===== src/sv/mip_level_address_calc_top_assert.svh =====
// ----------------------------------------------------------------------------
// Assertion macros for the mip level address calculator
// Implication checks clocked on clk and switched off while rst is high.
// ----------------------------------------------------------------------------
`ifndef MIP_LEVEL_ADDRESS_CALC_TOP_ASSERT_SVH
`define MIP_LEVEL_ADDRESS_CALC_TOP_ASSERT_SVH

// Same-cycle implication.
`define MLAC_ASSERT_NOW(label, pre, post) \
  label: assert property (@(posedge clk) disable iff (rst) (pre) |-> (post)) \
    else $error("mlac: same-cycle check failed");

// Next-cycle implication.
`define MLAC_ASSERT_NEXT(label, pre, post) \
  label: assert property (@(posedge clk) disable iff (rst) (pre) |=> (post)) \
    else $error("mlac: next-cycle check failed");

`endif


===== src/sv/mlac_pkg.sv =====
// ----------------------------------------------------------------------------
// mlac_pkg
// Widths, register indexes, shared types and helper functions.
// ----------------------------------------------------------------------------
package mlac_pkg;

  localparam int DIM_W   = 15;
  localparam int LVL_W   = 4;
  localparam int LEVELS  = 16;
  localparam int COORD_W = 14;
  localparam int FACE_W  = 3;
  localparam int EB_W    = 5;
  localparam int BPP_W   = 8;
  localparam int WORD_W  = 32;
  localparam int IDX_W   = 3;
  localparam int DATA_W  = 15;

  typedef enum logic [IDX_W-1:0] {
    REG_BASE_WIDTH     = 3'd0,
    REG_BASE_HEIGHT    = 3'd1,
    REG_BASE_DEPTH     = 3'd2,
    REG_HIGHEST_LEVEL  = 3'd3,
    REG_CUBE_EN        = 3'd4,
    REG_COMPRESSED     = 3'd5,
    REG_BLOCK_BYTES    = 3'd6,
    REG_BITS_PER_PIXEL = 3'd7
  } reg_idx_t;

  typedef struct packed {
    logic [DIM_W-1:0] base_width;
    logic [DIM_W-1:0] base_height;
    logic [DIM_W-1:0] base_depth;
    logic [LVL_W-1:0] highest_level;
    logic             cube_en;
    logic             compressed;
    logic [EB_W-1:0]  block_bytes;
    logic [BPP_W-1:0] bits_per_pixel;
  } cfg_t;

  localparam cfg_t CFG_RESET = '{
    base_width:     15'd1,
    base_height:    15'd1,
    base_depth:     15'd1,
    highest_level:  4'd0,
    cube_en:        1'b0,
    compressed:     1'b0,
    block_bytes:    5'd8,
    bits_per_pixel: 8'd32
  };

  typedef struct packed {
    logic [FACE_W-1:0]  face;
    logic [LVL_W-1:0]   mip_level;
    logic [COORD_W-1:0] coord_x;
    logic [COORD_W-1:0] coord_y;
    logic [COORD_W-1:0] coord_z;
  } req_t;

  typedef struct packed {
    logic [WORD_W-1:0] level_offset;
    logic [WORD_W-1:0] level_size;
    logic [WORD_W-1:0] element_offset;
    logic [WORD_W-1:0] total_size;
    logic              out_of_range;
  } rsp_t;

  // Level table status seen by the item pipeline
  typedef struct packed {
    logic              ready;
    logic [WORD_W-1:0] total;
  } tbl_status_t;

  typedef enum logic [2:0] {
    TBL_WH,
    TBL_D,
    TBL_EB,
    TBL_ACC,
    TBL_IDLE
  } tbl_state_t;

  // Level extent: base >> lvl, floor of 1, optionally rounded up to 4x4 blocks
  function automatic logic [DIM_W-1:0] level_dim(input logic [DIM_W-1:0] base,
                                                 input logic [LVL_W-1:0] lvl,
                                                 input logic blocks);
    logic [DIM_W-1:0] v;
    logic [DIM_W:0]   r;
    v = base >> lvl;
    if (v == '0) v = DIM_W'(1);
    r = {1'b0, v} + (DIM_W+1)'(3);
    return blocks ? {1'b0, r[DIM_W:2]} : v;
  endfunction

  function automatic logic [EB_W-1:0] elem_bytes(input cfg_t c);
    return c.compressed ? c.block_bytes : c.bits_per_pixel[BPP_W-1:3];
  endfunction

endpackage


===== src/sv/mlac_pipe.sv =====
// ----------------------------------------------------------------------------
// mlac_pipe
// Four-stage request pipeline: decode, z*h+y, *w+x, byte scaling.
// ----------------------------------------------------------------------------
module mlac_pipe (
  input  logic                         clk,
  input  logic                         rst,
  input  mlac_pkg::cfg_t               cfg_regs,
  input  logic [mlac_pkg::LVL_W-1:0]   top_level,
  input  mlac_pkg::tbl_status_t        tbl_stat,
  input  logic [mlac_pkg::WORD_W-1:0]  rd_prefix,
  input  logic [mlac_pkg::WORD_W-1:0]  rd_size,
  input  logic                         req_valid,
  output logic                         req_ready,
  input  mlac_pkg::req_t               req_data,
  output logic                         rsp_valid,
  input  logic                         rsp_ready,
  output mlac_pkg::rsp_t               rsp_data
);

  localparam int P1_W = mlac_pkg::COORD_W + mlac_pkg::DIM_W + 1;

  logic en;
  logic v1, v2, v3, v4;

  logic [mlac_pkg::DIM_W-1:0]   w_in, h_in, d_in;
  logic                         oor_in;

  logic [mlac_pkg::FACE_W-1:0]  face1, face2, face3;
  logic [mlac_pkg::COORD_W-1:0] x1, y1, z1, x2;
  logic [mlac_pkg::DIM_W-1:0]   w1, h1, w2;
  logic [mlac_pkg::WORD_W-1:0]  pre1, pre2, pre3, size1, size2, size3;
  logic                         oor1, oor2, oor3;
  logic [P1_W-1:0]              p1;
  logic [mlac_pkg::WORD_W-1:0]  p2;
  mlac_pkg::rsp_t               rsp_q;

  logic [P1_W-1:0]                            zh_c;
  logic [P1_W+mlac_pkg::DIM_W-1:0]            pw_c;
  logic [mlac_pkg::WORD_W+mlac_pkg::EB_W-1:0] eo_c;
  logic [mlac_pkg::WORD_W+mlac_pkg::FACE_W-1:0] sf_c;

  assign en        = !v4 || rsp_ready;
  assign req_ready = en && tbl_stat.ready;

  always_comb begin
    w_in   = mlac_pkg::level_dim(cfg_regs.base_width,  req_data.mip_level, cfg_regs.compressed);
    h_in   = mlac_pkg::level_dim(cfg_regs.base_height, req_data.mip_level, cfg_regs.compressed);
    d_in   = mlac_pkg::level_dim(cfg_regs.base_depth,  req_data.mip_level, 1'b0);
    oor_in = (req_data.mip_level > top_level)
             || ({1'b0, req_data.coord_x} >= w_in)
             || ({1'b0, req_data.coord_y} >= h_in)
             || ({1'b0, req_data.coord_z} >= d_in);
    zh_c = P1_W'(z1) * P1_W'(h1) + P1_W'(y1);
    pw_c = (P1_W+mlac_pkg::DIM_W)'(p1) * (P1_W+mlac_pkg::DIM_W)'(w2);
    eo_c = (mlac_pkg::WORD_W+mlac_pkg::EB_W)'(p2)
           * (mlac_pkg::WORD_W+mlac_pkg::EB_W)'(mlac_pkg::elem_bytes(cfg_regs));
    sf_c = (mlac_pkg::WORD_W+mlac_pkg::FACE_W)'(size3)
           * (mlac_pkg::WORD_W+mlac_pkg::FACE_W)'(face3);
  end

  always_ff @(posedge clk) begin
    if (rst) begin
      v1 <= 1'b0;
      v2 <= 1'b0;
      v3 <= 1'b0;
      v4 <= 1'b0;
    end else if (en) begin
      v1 <= req_valid && req_ready;
      v2 <= v1;
      v3 <= v2;
      v4 <= v3;
    end
  end

  always_ff @(posedge clk) begin
    if (en) begin
      face1 <= req_data.face;
      x1    <= req_data.coord_x;
      y1    <= req_data.coord_y;
      z1    <= req_data.coord_z;
      w1    <= w_in;
      h1    <= h_in;
      pre1  <= rd_prefix;
      size1 <= rd_size;
      oor1  <= oor_in;

      face2 <= face1;
      x2    <= x1;
      w2    <= w1;
      p1    <= zh_c;
      pre2  <= pre1;
      size2 <= size1;
      oor2  <= oor1;

      face3 <= face2;
      p2    <= pw_c[mlac_pkg::WORD_W-1:0] + mlac_pkg::WORD_W'(x2);
      pre3  <= pre2;
      size3 <= size2;
      oor3  <= oor2;

      rsp_q.level_offset   <= pre3 + sf_c[mlac_pkg::WORD_W-1:0];
      rsp_q.level_size     <= size3;
      rsp_q.element_offset <= eo_c[mlac_pkg::WORD_W-1:0];
      rsp_q.total_size     <= tbl_stat.total;
      rsp_q.out_of_range   <= oor3;
    end
  end

  assign rsp_valid = v4;
  assign rsp_data  = rsp_q;

endmodule


===== config.mk =====
export PLATFORM = sky130hd
export DESIGN_NAME = mlac_pipe
export DESIGN_NICKNAME = d
export VERILOG_FILES = /design/src/sv/mip_level_address_calc_top_assert.svh /design/src/sv/mlac_pkg.sv /design/src/sv/mlac_pipe.sv
export SDC_FILE = /design/constraint.sdc
export NUM_CORES = 2
export LEC_CHECK = 0
export BUFFER_PORTS_ARGS = -buffer_cell sky130_fd_sc_hd__buf_4
export CAP_MARGIN = 20
export CORE_UTILIZATION = 45
export DETAILED_ROUTE_END_ITERATION = 10
export PLACE_DENSITY = 0.71
export SLEW_MARGIN = 20
export SYNTH_ARGS = -nofsm -noshare
export SYNTH_HDL_FRONTEND = slang
export SYNTH_SLANG_ARGS = --single-unit

===== constraint.sdc =====
create_clock -name clk -period 20.5 [get_ports clk]
set_input_delay 3.075 -clock clk [delete_from_list [all_inputs] [get_ports clk]]
set_output_delay 3.075 -clock clk [all_outputs]
set_load 0.01 [all_outputs]

Word-level counts from Yosys, hierarchy flattened
Cells that the tools add are included.

Word-level logic and storage cells: 62. Bits in registers: 500. Input bits: 218.

Shifts and indexed selects: 3. Reductions and logical operators: 10. Multiply operators: 4. Add/subtract/negate cells: 5. Magnitude comparators: 4. Muxes and demuxes: 6.

Operators by type and width (count): $mux W15 (5); $ge A14 B15 Y1 (3); $logic_not A15 Y1 (3); $shr A15 B4 Y15 (3); $add A15 B2 Y16 const B (2); $add A32 B14 Y32 (1); $add A32 B32 Y32 (1); $mul A30 B15 Y32 (1); $mul A32 B3 Y32 (1); $mul A32 B5 Y32 (1); $add A29 B14 Y30 (1); $mul A14 B15 Y29 (1); $mux W5 (1); $gt A4 B4 Y1 (1); $logic_or A1 B1 Y1 (4); $logic_and A1 B1 Y1 (2); $logic_not A1 Y1 (1).

Longest topological paths before layout
Depth in word-level cells: 9. Depth in mapped cells: 25. Gate-level depth less buffers: 23.

Worst setup path before layout
No wires, ideal clock.

Path type: input-to-output. From: in rsp_ready. To: out req_ready. Cell stages on the path: 3. Arrival: 17911 ps. Path buffers: 1. Setup slack: -486 ps. Required time: 17425 ps. Cell sequence: nand2b_1 > clkbuf_1 > and2_1.

Longest elaborated chain between the ends: 2.

RTL lines: start, declared (line mlac_pipe.sv:17) `input logic rsp_ready,`; $logic_or A1 B1 Y1 (line mlac_pipe.sv:43) `assign en = !v4 || rsp_ready;`; $logic_and A1 B1 Y1 (line mlac_pipe.sv:44) `assign req_ready = en && tbl_stat.ready;`; end, declared (line mlac_pipe.sv:14) `output logic req_ready,`.

Every way passes these cells.

Worst setup path in the final report
From: in cfg_regs[13] (netlist name). To: reg rsp_q, in the netlist rsp_data[57] (data pin).

Longest elaborated chain between the ends: 2.

RTL lines: start, declared (line mlac_pipe.sv:8) `input mlac_pkg::cfg_t cfg_regs,`; $mux W5 (line mlac_pkg.sv:94) `return c.compressed ? c.block_bytes : c.bits_per_pixel[BPP_W-1:3];`; $mul A32 B5 Y32 (line mlac_pipe.sv:57) `* (mlac_pkg::WORD_W+mlac_pkg::EB_W)'(mlac_pkg::elem_bytes(cfg_regs));`; via eo_c (one bit) (line mlac_pipe.sv:40) `logic [mlac_pkg::WORD_W+mlac_pkg::EB_W-1:0] eo_c;`; end, declared (line mlac_pipe.sv:36) `mlac_pkg::rsp_t rsp_q;`.

The timed path passes the listed nets, and every way through them passes these cells. A chain may end at the register's enable or synchronous reset.

==> results.cfg <==
[routing]
drc_errors = 0
vias = 29711
postRouteAntennaNets = 0
vias_per_cell = 5.26
wire_per_inst_um = 17.7
routed_wl_mm = 99.8
drt_pass1_iterations = 5
drtIter0Drc = 1892

[logic_synthesis]
syn_nets = 5170
avgSynthCellArea_um2 = 11.1
yosys-top-cells-area = edfxtp_1, fa_1, ha_1
synth_xor_area_share_pct = 2.86
netlist_area_mm2 = 0.0451
ys_types = 94
ys.flop_type = edfxtp_1
synthMuxAreaShare_pct = 2.70
synth-edff-count = 496
synth_warnings = 0
synth_top_area_share_pct = 33.0
synth-async-reset-ratio_pct = 0
synth-seq-area-share_pct = 33.2
yosysTopAreaCell = edfxtp_1
synth_fa_ha_area_share_pct = 35.3
synthCells = 4047
synth_compound_area_share_pct = 6.10
synth_simple_gate_area_share_pct = 13.4
synth_top_family_by_area = adder cells
ys_ff_latch = 500

[place]
hpwl_mm = 76.5
port_buffers = 340
place_congestion = 0.902

[layout]
fillers = 8674
layout_common_cells = fa_1, inv_1, nand2_1
regArea_mm2 = 0.0150
final_common_cell = fa_1
drive_gt1_share_pct = 12.0
final_core_utilization_pct = 51.2
syn2layout_area_growth_pct = 12.3
layout.nets = 5435
multi_input_area_mm2 = 0.0272

[clock_tree]
cts_hold_buffers = 0
post_cts_buffers = 0
cts_resized = 0
insertion_delay_ns = 0.63
clock_sinks = 500
cts_tree = done
h-tree-depth = 2
cts_max_path_buffers = 3
cts_made_buffers = 53
cts.clk_slew.worst_paths_ns = 0.07
root_buffer = clkbuf_16

[worst_hold_path]
hold_depth = 0
holdCritPathClass = flip-flop to flip-flop

[sta]
rsz0062_at_grt = false
fmax_mhz = 120
finalSetupTns_ns = 0
setup_viol = 0
fin_crit_sh_pct = 40.6
maxSlewHeadroom_pct = 25.2
finalClockSkew_ns = 0.0281
period_needed_ns = 8.31
tightest_slew_ns = 1.12
hold_viol = 0
final-max-slew-violation-count = 0

[worst_setup_path]
crit_path_end_kind = flip-flop
r2r_cells = 20
critPathKind = primary input to flip-flop
worst_ep_arrival_time_ns = 8.67
crit_required_ns = 20.85
crit_fanout = 55
crit_path_start_kind = primary input

[grt]
grt_pass1_wl_mm = 161
first_global_vias = 30490
antenna_found_initial = 6
grtUsageTotal_pct = 19.8
grt.overflow.total = 0
grt_max_degree = 186

[run]
maxCapViolCount = 0

[floorplanning]
die_h_um = 318
die_w_um = 318
ios = 349
start_util_pct = 45.6
core_mm2 = 0.0989
die_area_mm2 = 0.101
fp-row-count = 115

[status]
status = finished clean
area by class of cell:
class | count | share of cell area (%)
repair buffers | 358 | 5.36
well taps | 1287 | 3.18
clock buffers | 57 | 2.65
flip-flops and latches | 500 | 29.6
diodes | 5 | 0.0247
clock inverters | 41 | 0.942
multi-input cells | 2794 | 53.8
inverters | 605 | 4.49
routing by layer:
layer	GRT usage [%]	vias up	part of all wire, %
met4	5.81	0	2.8
met1	26.4	14982	43
li1	-	13728	-
met3	3.02	155	5.6
met2	33.5	846	49
met5	0	-	0
synth_stat cells (4+ instances only):
library cell  count
o211ai_1         12
mux2i_1          38
nand2b_1         21
or3_1            13
nor3_1           37
a31oi_1          17
o22ai_1           9
dfxtp_1           4
a21o_1           46
inv_2             5
a21oi_1         124
ha_1            295
and4_1            5
a31o_2            4
nand4_1          13
edfxtp_1        496
o2111ai_1         5
a211o_1           7
o21a_1           31
buf_6             5
o21bai_1         10
mux2_2           15
a211oi_1         27
nor4_1            5
clkbuf_1        129
a221oi_1          4
o21ai_0          63
xor2_1           32
o21ai_1           5
mux4_2           25
and3_1           14
nor2b_1          75
buf_2             5
o31ai_1           9
or2_2            10
a2111oi_0         6
buf_1             5
nor2_1          116
nand2_1         585
nand3_1          22
and2_1          294
inv_1           600
xnor2_1         115
a21boi_0          4
fa_1            610
path summary, 6_finish.rpt:
kind                           from                      to  slack [ns]
hold / removal    pre2[6]$_DFFE_PN_       pre3[6]$_DFFE_PN_        0.40
setup reg to reg    w2[9]$_DFFE_PN_        p2[31]$_DFFE_PN_       13.48
setup / recovery       cfg_regs[13]  rsp_data[57]$_DFFE_PN_       12.19
hold reg to reg   pre2[6]$_DFFE_PN_       pre3[6]$_DFFE_PN_        0.40
sequential cells by signal (all words and copies together) (netlist names), 15 cells and up:
name      count
rsp_data    129
h1           15
p2           32
w2           15
pre3         32
size1        32
pre1         32
w1           15
pre2         32
size3        32
p1           30
size2        32
kinds of logic after synthesis:
group | after synthesis
muxes | 83
and+or+nand+nor | 1239
xor gates and xnor gates | 147
buffers and inverters | 753
adders and majority gates | 905
AOI/OAI and AO/OA | 420
DFF | 500
critical path, stage by stage:
cell and delay (ns):
buf_4 0.53, mux2_2 0.71, nand2_1 0.17, fa_1 0.58, fa_1 0.43, fa_1 0.49
inv_1 0.04, ha_1 0.33, a211oi_1 0.31, o21ai_0 0.22, a22oi_1 0.34, a211oi_1 0.13
o31a_1 0.28, or4_1 0.44, a31o_2 0.25, a21oi_1 0.21, xnor2_1 0.08
metrics by stage:
step	instance area, µm²	worst slack [ns]	hold slack [ns]	std cells
5_1_grt	50600	11.81	0.412	5647
3_3_place_gp	48800	11.67	0.400	5544
4_1_cts	50600	12.25	0.405	5642
2_1_floorplan	45100	7.37	0.400	4047
3_5_place_dp	48800	11.61	0.405	5544
6_report	50600	12.19	0.403	5647
Power is not shown: default switching activity piles up to over one toggle a cycle in this logic, so the estimate is an artifact.
